## src/rtl/core/fbdraw_pkg.sv

```systemverilog
// ----------------------------------------------------------------------------
// fbdraw_pkg
// Shared types, command codes and helpers for the framebuffer draw engine.
// ----------------------------------------------------------------------------
package fbdraw_pkg;

    typedef enum logic [2:0] {
        CMD_FILL  = 3'd0,
        CMD_SET   = 3'd1,
        CMD_GET   = 3'd2,
        CMD_BLEND = 3'd3,
        CMD_RRECT = 3'd4
    } cmd_t;

    typedef enum logic [2:0] {
        REG_SCREEN_W = 3'd0,
        REG_SCREEN_H = 3'd1,
        REG_PITCH    = 3'd2,
        REG_RED_SH   = 3'd3,
        REG_GREEN_SH = 3'd4,
        REG_BLUE_SH  = 3'd5
    } reg_idx_t;

    // One queued job: a clipped rectangle walk, a single pixel write or read.
    typedef struct packed {
        logic        is_get;
        logic        is_blend;
        logic        is_round;
        logic        on_scr;
        logic [11:0] x;
        logic [11:0] y;
        logic [11:0] cols;
        logic [11:0] rows;
        logic [11:0] w;
        logic [11:0] h;
        logic [11:0] rad;
        logic [7:0]  red;
        logic [7:0]  green;
        logic [7:0]  blue;
        logic [7:0]  alpha;
        logic [31:0] colour;
    } job_t;

    typedef enum logic [2:0] {
        BK_IDLE,
        BK_CLEAR,
        BK_WALK,
        BK_READ,
        BK_MIX,
        BK_WRITE,
        BK_OUT
    } bk_state_t;

    function automatic logic [7:0] chan_at(input logic [31:0] p, input logic [4:0] sh);
        logic [31:0] t;
        t = p >> sh;
        return t[7:0];
    endfunction

    // v in 0..65025; result v/255 via reciprocal and one correction
    function automatic logic [7:0] div255(input logic [15:0] v);
        logic [16:0] q;
        logic [16:0] r;
        q = {1'b0, v} >> 8;
        q = ({1'b0, v} + q + 17'd1) >> 8;
        r = q;
        return r[7:0];
    endfunction

endpackage

```

## src/rtl/core/fbdraw_front.sv

```systemverilog
// ----------------------------------------------------------------------------
// fbdraw_front
// Accept commands, clip against the screen and push jobs into a small queue.
// ----------------------------------------------------------------------------
module fbdraw_front (
    input  logic              clk,
    input  logic              rst_n,
    input  logic              in_valid,
    output logic              in_ready,
    input  logic [2:0]        cmd,
    input  logic [11:0]       pos_x,
    input  logic [11:0]       pos_y,
    input  logic [11:0]       rect_width,
    input  logic [11:0]       rect_height,
    input  logic [11:0]       corner_radius,
    input  logic [7:0]        red_in,
    input  logic [7:0]        green_in,
    input  logic [7:0]        blue_in,
    input  logic [7:0]        alpha_in,
    input  logic [31:0]       raw_colour,
    input  logic [12:0]       vis_w,
    input  logic [12:0]       vis_h,
    output fbdraw_pkg::job_t  job,
    output logic              job_valid,
    input  logic              job_ready
);

    localparam int Depth = 2;

    fbdraw_pkg::job_t q_reg [Depth];
    logic [0:0] wp_reg, rp_reg;
    logic [1:0] cnt_reg;
    fbdraw_pkg::job_t j;
    logic keep;
    logic push, pop;
    logic [11:0] hw, hh, rd;
    logic [12:0] rem_x, rem_y;

    always_comb
    begin
        j = '0;
        keep = 1'b0;
        rem_x = vis_w - {1'b0, pos_x};
        rem_y = vis_h - {1'b0, pos_y};
        hw = rect_width >> 1;
        hh = rect_height >> 1;
        rd = corner_radius;
        if (rd > hw)
            rd = hw;
        if (rd > hh)
            rd = hh;
        j.on_scr = ({1'b0, pos_x} < vis_w) && ({1'b0, pos_y} < vis_h);
        j.x = pos_x;
        j.y = pos_y;
        j.w = rect_width;
        j.h = rect_height;
        j.rad = rd;
        j.red = red_in;
        j.green = green_in;
        j.blue = blue_in;
        j.alpha = alpha_in;
        j.colour = raw_colour;
        j.cols = ({1'b0, rect_width} < rem_x) ? rect_width : rem_x[11:0];
        j.rows = ({1'b0, rect_height} < rem_y) ? rect_height : rem_y[11:0];
        unique case (cmd)
            fbdraw_pkg::CMD_FILL:
                keep = j.on_scr && rect_width != 12'd0 && rect_height != 12'd0;
            fbdraw_pkg::CMD_SET:
            begin
                keep = j.on_scr;
                j.cols = 12'd1;
                j.rows = 12'd1;
            end
            fbdraw_pkg::CMD_GET:
            begin
                keep = 1'b1;
                j.is_get = 1'b1;
            end
            fbdraw_pkg::CMD_BLEND:
            begin
                keep = j.on_scr && alpha_in != 8'd0;
                j.is_blend = 1'b1;
                j.cols = 12'd1;
                j.rows = 12'd1;
            end
            fbdraw_pkg::CMD_RRECT:
            begin
                keep = j.on_scr && alpha_in != 8'd0 && rect_width != 12'd0
                    && rect_height != 12'd0;
                j.is_blend = 1'b1;
                j.is_round = 1'b1;
            end
            default: keep = 1'b0;
        endcase
    end

    assign in_ready = (cnt_reg != 2'(Depth));
    assign push = in_valid && in_ready && keep;
    assign job_valid = (cnt_reg != 2'd0);
    assign pop = job_valid && job_ready;
    assign job = q_reg[rp_reg];

    always_ff @(posedge clk)
    begin
        if (push)
            q_reg[wp_reg] <= j;
    end

    always_ff @(posedge clk or negedge rst_n)
    begin
        if (!rst_n)
        begin
            wp_reg <= '0;
            rp_reg <= '0;
            cnt_reg <= '0;
        end
        else
        begin
            if (push)
                wp_reg <= wp_reg + 1'b1;
            if (pop)
                rp_reg <= rp_reg + 1'b1;
            cnt_reg <= cnt_reg + 2'(push) - 2'(pop);
        end
    end

    a_cnt_bound: assert property (@(posedge clk) disable iff (!rst_n)
        cnt_reg <= 2'(Depth))
        else $error("queue count overflow");
    a_no_push_full: assert property (@(posedge clk) disable iff (!rst_n)
        cnt_reg == 2'(Depth) |-> !push)
        else $error("push into full queue");
    a_pop_nonempty: assert property (@(posedge clk) disable iff (!rst_n)
        pop |-> cnt_reg != 2'd0)
        else $error("pop from empty queue");

endmodule

```

## config.mk

```make
export PLATFORM = sky130hd
export DESIGN_NAME = fbdraw_front
export DESIGN_NICKNAME = d
export VERILOG_FILES = /design/src/rtl/core/fbdraw_pkg.sv /design/src/rtl/core/fbdraw_front.sv
export SDC_FILE = /design/constraint.sdc
export NUM_CORES = 1
export LEC_CHECK = 0
export ABC_AREA = 1
export BUFFER_PORTS_ARGS = -buffer_cell sky130_fd_sc_hd__buf_2
export CAP_MARGIN = 20
export CORE_MARGIN = 10
export CORE_UTILIZATION = 40
export DETAILED_ROUTE_END_ITERATION = 10
export GPL_TIMING_DRIVEN = 0
export PLACE_DENSITY = 0.66
export SLEW_MARGIN = 20
export SYNTH_ARGS = -nofsm -noshare
export SYNTH_HDL_FRONTEND = slang
export SYNTH_SLANG_ARGS = --single-unit
```

## constraint.sdc

```tcl
create_clock -name clk -period 23.7 [get_ports clk]
set_input_delay 0 -clock clk [delete_from_list [all_inputs] [get_ports clk]]
set_output_delay 0 -clock clk [all_outputs]
set_load 0.005 [all_outputs]
```

==> flow_metrics.env, run 1 <==
export IMPL_finClkSkew_ns=0.01599
export IMPL_finalCritPeriodShare=0.1440
export IMPL_grt_pass1_vias=11430
export IMPL_ys_warn_count=0
export IMPL_vias=11440
export IMPL_p_leak_nw=8.786
export IMPL_slew_viol_final=0
export IMPL_power_mw=1.747
export IMPL_syn_area_mm2=0.01453
export IMPL_p_seq_frac=0.384
export IMPL_synth_seq_cells=308
export IMPL_antenna_found_initial=8
export IMPL_syn_inst=1447
export IMPL_ir_worst_vdd_v=0.00006902
export IMPL_wl_per_cell_um=17.70
export IMPL_use_met2=0.3107
export IMPL_cp_start_kind="input port"
export IMPL_cp_endpoint="q_reg[0][67]"
export IMPL_period_minus_slack_ns=3.412
export IMPL_drv_cap=0
export IMPL_switching_share=0.3458
export IMPL_pre_cts_ws_ns=20.28
export IMPL_nets=2151
export IMPL_ys_types=37
export IMPL_htree_levels=2
export IMPL_power_switching_uw=604.2
export IMPL_ctsLongestPathBuffers=3
export IMPL_final_cell_mix="659 x nand2_1, 313 x buf_2, 304 x edfxtp_1, 122 x inv_1, 120 x dlygate4sd3_1"
export IMPL_cts_setup_buffers=0
export IMPL_ios=311
export IMPL_place_congestion=0.8659
export IMPL_dp_cells=2227
export IMPL_hold_path_class="in2reg"
export IMPL_tightest_slew_ns=1.098
export IMPL_final_common_cell="nand2_1"
export IMPL_r2r_cells=6
export IMPL_fin_ws_ns=20.29
export IMPL_critPathLaunch="rect_width[11]"
export IMPL_initial_core_util=0.4064
export IMPL_worstPathArrival_ns=3.69
export IMPL_max_slew_margin=0.2679
export IMPL_grt_pass1_wl_um=65320
export IMPL_multiInputGateArea_mm2=0.004662
export IMPL_combPwrFrac=0.338
export IMPL_synthFlopType="edfxtp_1"
export IMPL_viasPerCell=4.751
export IMPL_die_w_um=210.6
export IMPL_die_h_um=210.6
export IMPL_crit_type="in2reg"
export IMPL_fillers=3106
export IMPL_use_met1=0.2294
export IMPL_path_cells="dlygate4sd3_1 > buf_2 > inv_1 > ha_1 > inv_1 > nor2_1 > nand3_1 > clkinv_1 > nand3_1 > nand3_1 > nand2_1 > clkbuf_1 > o21ai_0 > ha_1 > a21oi_1 > o21ai_0 > nand3_1 > nand3_1 > nand2_1 > clkinv_1 > nand2_1 > nand2_1"
export IMPL_synth_edf_count=304
export IMPL_grt_overflow=0
export IMPL_regToRegSetupSlack_ns=21.37
export IMPL_synthArstFlopShare=0.01299
export IMPL_grt_use_total=0.1902
export IMPL_stdcell_count=2409
export IMPL_hold_viol_final=0
export IMPL_p_per_area_mw_per_mm2=91.55
export IMPL_drive_above_1_share=0.1950
export IMPL_largest_reg_flops=304
export IMPL_grt_max_degree=90
export IMPL_hpwl_um=31630
export IMPL_rsz0062_at_grt="false"
export IMPL_regArea_mm2=0.009229
export IMPL_max_stage_delay_ns=0.55
export IMPL_power_frac_clock=0.278
export IMPL_worstReg2RegStart="cnt_reg[1]"
export IMPL_rows=69
export IMPL_port_buffers=310
export IMPL_cts_repair_resized=0
export IMPL_r2r_end="q_reg[1][79]"
export IMPL_avgSynthCellArea_um2=10.04
export IMPL_intPower_mw=1.143
export IMPL_numCtsBuffers=34
export IMPL_cts_sinks=308
export IMPL_drtAntennaViolNets=0
export IMPL_yosysSeqAreaShare=0.6354
export IMPL_path_clk_slew_ns=0.06
export IMPL_critPathMostFrequentCell="nand3_1"
export IMPL_cts_tree="yes"
export IMPL_clk_latency_ns=0.55
export IMPL_cp_slowest_cell="dlygate4sd3_1"
export IMPL_firstDrtPassIters=6
export IMPL_critPathRequiredTime_ns=23.98
export IMPL_drtIter0Drc=719
export IMPL_status="finished clean"
export IMPL_fin_util=0.5340
export IMPL_cts_root_buf="clkbuf_16"
export IMPL_postCtsHoldBufs=120
export IMPL_max_freq_ghz=0.2930
export IMPL_critPathMaxFanout=10
export IMPL_drc_errors=0
export IMPL_core_area_mm2=0.03574
export IMPL_setup_viol=0
export IMPL_use_met3=0.07359
export IMPL_area_delta_synth_final_pct=31.39
export IMPL_drt_wl_total_um=42640
export IMPL_fin_setup_tns_ns=0
export IMPL_crit_path_end_kind="flip-flop"
export IMPL_die_area_mm2=0.04434
export IMPL_grt_busiest_layer="met2"
-- cells in the mapped netlist, types with 2 or more instances --
cell type	number	area, µm²
o21a_1	2	15.01
a21boi_0	2	15.01
clkinv_1	2	7.510
buf_2	3	15.01
ha_1	70	875.8
buf_6	2	22.52
a21o_1	2	15.01
dfrtp_1	4	100.1
inv_1	123	461.7
nand3_1	36	180.2
nor2_1	85	319.1
xnor2_1	7	61.31
or2_2	2	12.51
fa_1	2	40.04
a21oi_1	35	175.2
nand4_1	6	37.54
nand3b_1	2	15.01
o21bai_1	4	30.03
nand2_2	2	12.51
o21ai_0	23	115.1
edfxtp_1	304	9129
xor2_1	14	122.6
buf_1	2	7.510
clkbuf_1	34	127.6
nor3_1	8	40.04
nand2_1	659	2474
and2_1	2	12.51
-- logic make-up (layout without fill, tap and decap cells) --
kind of cell	after synthesis	count (layout)	share of synthesized area
adder cells (fa/ha/maj)	72	72	0.06305
AO/OA/AOI/OAI	71	71	0.02688
XOR/XNOR	22	22	0.01378
AND/OR/NAND/NOR	806	806	0.2162
other	1	6	0.0002582
flip-flops	308	308	0.6354
buffers and inverters	167	663	0.04445
-- layout make-up --
class	count	share of cell area
antenna	4	0.0005245
tap	461	0.03022
sequential	308	0.4836
clock inverter	16	0.006425
timing repair buffer	438	0.1546
clock buffer	42	0.04615
inverter	126	0.02518
multi-input combinational	973	0.2443
buffer	41	0.009047
-- worst min path at each step --
stage	to	cells after the start	start
finish	q_reg[1][70]	5	corner_radius[6]
global route	q_reg[1][68]	5	corner_radius[4]
CTS	q_reg[1][70]	5	corner_radius[6]
detailed placement	cnt_reg[0]	1	rst_n
global placement	cnt_reg[0]	1	rst_n
floorplan	cnt_reg[0]	0	rst_n
-- worst max-delay path: cells and delay by family --
kind                     cells  cell delay (ns)
AO/OA/AOI/OAI                3             0.71
adder cells (fa/ha/maj)      2             0.65
buffers and inverters        7             1.38
AND/OR/NAND/NOR             10             0.96
-- metrics by stage --
| step | hold WS (ns) | area [µm²] |
|---|---|---|
| floorplan | -0.2956 | 14530 |
| global placement | -0.1871 | 16660 |
| detailed placement | -0.1867 | 16870 |
| CTS | 0.01243 | 19070 |
| global route | 0.06718 | 19070 |
| finish | 0.04257 | 19080 |
-- per-layer routing --
| metal | vias to the layer above | part of all wire | wire length [µm] |
|---|---|---|---|
| li1 | 5703 | - | - |
| met1 | 5274 | 0.41 | 17650 |
| met2 | 387 | 0.46 | 19750 |
| met3 | 72 | 0.098 | 4178 |
| met4 | 8 | 0.024 | 1013 |
| met5 | - | 0.0012 | 50 |
-- power groups by stage --
stage | sequential (mW) | combinational (mW) | clock [mW]
after CTS | 0.671 | 0.601 | 0.501
final | 0.671 | 0.591 | 0.485
after global placement | 0.698 | 0.565 | 0
after global routing | 0.674 | 0.668 | 0.521
after floorplan | 0.690 | 0.295 | 0
after detailed placement | 0.682 | 0.583 | 0
Note: power is estimated with default switching activity, not from simulation.
==> run 2: changes to the inputs <==
==> constraint.sdc (replaced) <==
create_clock -name clk -period 3.3 [get_ports clk]
set_input_delay 0 -clock clk [delete_from_list [all_inputs] [get_ports clk]]
set_output_delay 0 -clock clk [all_outputs]
set_load 0.005 [all_outputs]
==> run 2 against run 1 <==
The flow now finishes with violations (negative hold slack). Sequential power grew to 7.2 times the previous value. Design area is 2.7% higher. Clock-buffer cell count is 2 lower. Routed wire length is 1.0% higher. Clock power grew to 7.8 times the previous value. Non-clock buffer count is 12 higher. Worst setup slack worse by 20 ns.
==> flow_metrics.env, run 2 (synthesis gave the netlist of run 1 again) <==
export IMPL_slew_viol_final=0
export IMPL_worstReg2RegStart="cnt_reg[1]"
export IMPL_vias=11490
export IMPL_combPwrFrac=0.336
export IMPL_max_freq_ghz=0.3216
export IMPL_drtIter0Drc=556
export IMPL_cts_tree="yes"
export IMPL_power_frac_clock=0.291
export IMPL_whs_endpoint="q_reg[1][71]"
export IMPL_firstDrtPassIters=6
export IMPL_grt_use_total=0.1907
export IMPL_cts_sinks=308
export IMPL_worstPathArrival_ns=3.39
export IMPL_fin_util=0.5482
export IMPL_nets=2165
export IMPL_switching_share=0.3383
export IMPL_intPower_mw=8.557
export IMPL_crit_type="in2reg"
export IMPL_design_area_mm2=0.01959
export IMPL_min_delay_path_depth=5
export IMPL_pre_cts_ws_ns=-0.1265
export IMPL_core_area_mm2=0.03574
export IMPL_die_w_um=210.6
export IMPL_final_common_cell="nand2_1"
export IMPL_crit_path_end_kind="flip-flop"
export IMPL_die_area_mm2=0.04434
export IMPL_tightest_slew_ns=0.7734
export IMPL_cts_root_buf="clkbuf_16"
export IMPL_path_clk_slew_ns=0.06
export IMPL_grt_pass1_wl_um=66110
export IMPL_setup_viol=0
export IMPL_initial_core_util=0.4064
export IMPL_finClkSkew_ns=0.02142
export IMPL_cp_start_kind="input port"
export IMPL_p_seq_frac=0.373
export IMPL_drt_wl_total_um=43070
export IMPL_fillers=3122
export IMPL_min_from="corner_radius[7]"
export IMPL_max_slew_margin=0.4844
export IMPL_drv_cap=0
export IMPL_area_delta_synth_final_pct=34.89
export IMPL_p_per_area_mw_per_mm2=660.1
export IMPL_r2r_cells=6
export IMPL_fin_setup_tns_ns=0
export IMPL_whs_ns=-0.03013
export IMPL_p_leak_nw=8.926
export IMPL_die_h_um=210.6
export IMPL_critPathMaxFanout=10
export IMPL_period_minus_slack_ns=3.109
export IMPL_hold_viol_final=4
export IMPL_drive_above_1_share=0.2265
export IMPL_ios=311
export IMPL_grt_max_degree=33
export IMPL_violations="negative hold slack"
export IMPL_rows=69
export IMPL_clk_latency_ns=0.54
export IMPL_critPathRequiredTime_ns=3.59
export IMPL_wl_per_cell_um=17.77
export IMPL_power_switching_mw=4.375
export IMPL_hpwl_um=32600
export IMPL_status="finished with violations"
export IMPL_fin_ws_ns=0.1907
export IMPL_antenna_found_initial=7
export IMPL_port_buffers=310
export IMPL_placed_cell_area_mm2=0.01709
export IMPL_final_cell_mix="651 x nand2_1, 311 x buf_2, 304 x edfxtp_1, 123 x dlygate4sd3_1, 118 x inv_1"
export IMPL_r2r_end="q_reg[1][109]"
export IMPL_hold_path_class="in2reg"
export IMPL_ctsLongestPathBuffers=3
export IMPL_htree_levels=2
export IMPL_regToRegSetupSlack_ns=1.02
export IMPL_rsz0062_at_grt="false"
export IMPL_ir_worst_vdd_v=0.0004781
export IMPL_viasPerCell=4.741
export IMPL_drtAntennaViolNets=0
export IMPL_finalCritPeriodShare=0.9422
export IMPL_drc_errors=0
export IMPL_largest_reg_flops=304
export IMPL_numCtsBuffers=35
export IMPL_grt_overflow=0
export IMPL_grt_pass1_vias=11790
export IMPL_place_congestion=0.9083
## run 2: cell count changes in the layout (fill, tap and decap cells not counted), sizes merged
cell,before,now
buf,325,335
inv,127,124
bufinv,1,4
dlygate4sd3,120,123
clkbuf,76,73
clkinvlp,1,3
clkinv,13,17
diode,4,3
## run 2: layer usage
| metal | global-route usage | up-vias | wire length (µm) |
|---|---|---|---|
| li1 | - | 5726 | - |
| met4 | 0.06044 | 8 | 1073 |
| met2 | 0.3222 | 350 | 20680 |
| met5 | 0 | - | 46 |
| met1 | 0.2275 | 5338 | 17780 |
| met3 | 0.05979 | 71 | 3484 |
## run 2: repair_timing
item	in CTS	in global routing
pin swaps	0	3
hold buffers	121	2
gates resized for setup	0	50
setup buffers	0	6
endpoints found under the hold margin	276	3
gates cloned	0	1
endpoints found under the setup margin	9	100
## run 2: per-stage QoR
stage                     total power [mW]  hold slack [ns]  std cells
after CTS                            13.09         0.007877       2412
after floorplan                      7.063          -0.2956       1448
final                                12.93         -0.03013       2424
after detailed placement             9.162          -0.1916       2231
after global routing                 13.79          0.01118       2423
after global placement               9.058          -0.1918       2219
## run 2: critical path, stage by stage
cell and delay, ns:
dlygate4sd3_1 0.53, buf_2 0.13, inv_1 0.08, ha_4 0.22, a21oi_1 0.22, o21ai_1 0.14, nor2_2 0.20, o21ai_0 0.12
or2_2 0.29, nand2_1 0.09, inv_1 0.05, ha_1 0.27, nand2_1 0.06, o21a_1 0.18, nand2_1 0.06, nand2_1 0.04
nand2_1 0.05, nand2_1 0.06, nand2_2 0.13, nand2_4 0.09, buf_6 0.15, nor2_1 0.13, nor2_1 0.09
## run 2: power by group through the flow
stage	Combinational (mW)	Clock, mW	Sequential, mW
3_5_place_dp	4.26	0	4.90
6_report	4.34	3.77	4.82
5_1_grt	4.92	4.03	4.85
4_1_cts	4.38	3.88	4.82
3_3_place_gp	4.11	0	4.95
2_1_floorplan	2.15	0	4.91
## run 2: worst max path at each step
| stage | from | end | cells past startpoint |
|---|---|---|---|
| after floorplan | pos_x[4] | q_reg[1][0] | 12 |
| after global placement | pos_x[11] | q_reg[0][128] | 12 |
| after detailed placement | rect_width[11] | q_reg[1][66] | 21 |
| after CTS | rect_width[10] | q_reg[1][66] | 20 |
| after global routing | rect_width[10] | q_reg[1][66] | 21 |
| final | pos_x[2] | q_reg[1][123] | 23 |
## run 2: cell type report
cell class | count | area (µm²) | share of cell area
Antenna cell | 3 | 7.507 | 0.0003832
Buffer | 40 | 182.7 | 0.009324
Clock buffer | 40 | 894.6 | 0.04566
Clock inverter | 21 | 210.2 | 0.01073
Inverter | 126 | 495.5 | 0.02529
Multi-Input combinational cell | 973 | 4906 | 0.2504
Sequential cell | 308 | 9229 | 0.4710
Tap cell | 461 | 576.8 | 0.02944
Timing Repair Buffer | 451 | 3083 | 0.1574
Timing Repair inverter | 1 | 7.507 | 0.0003832
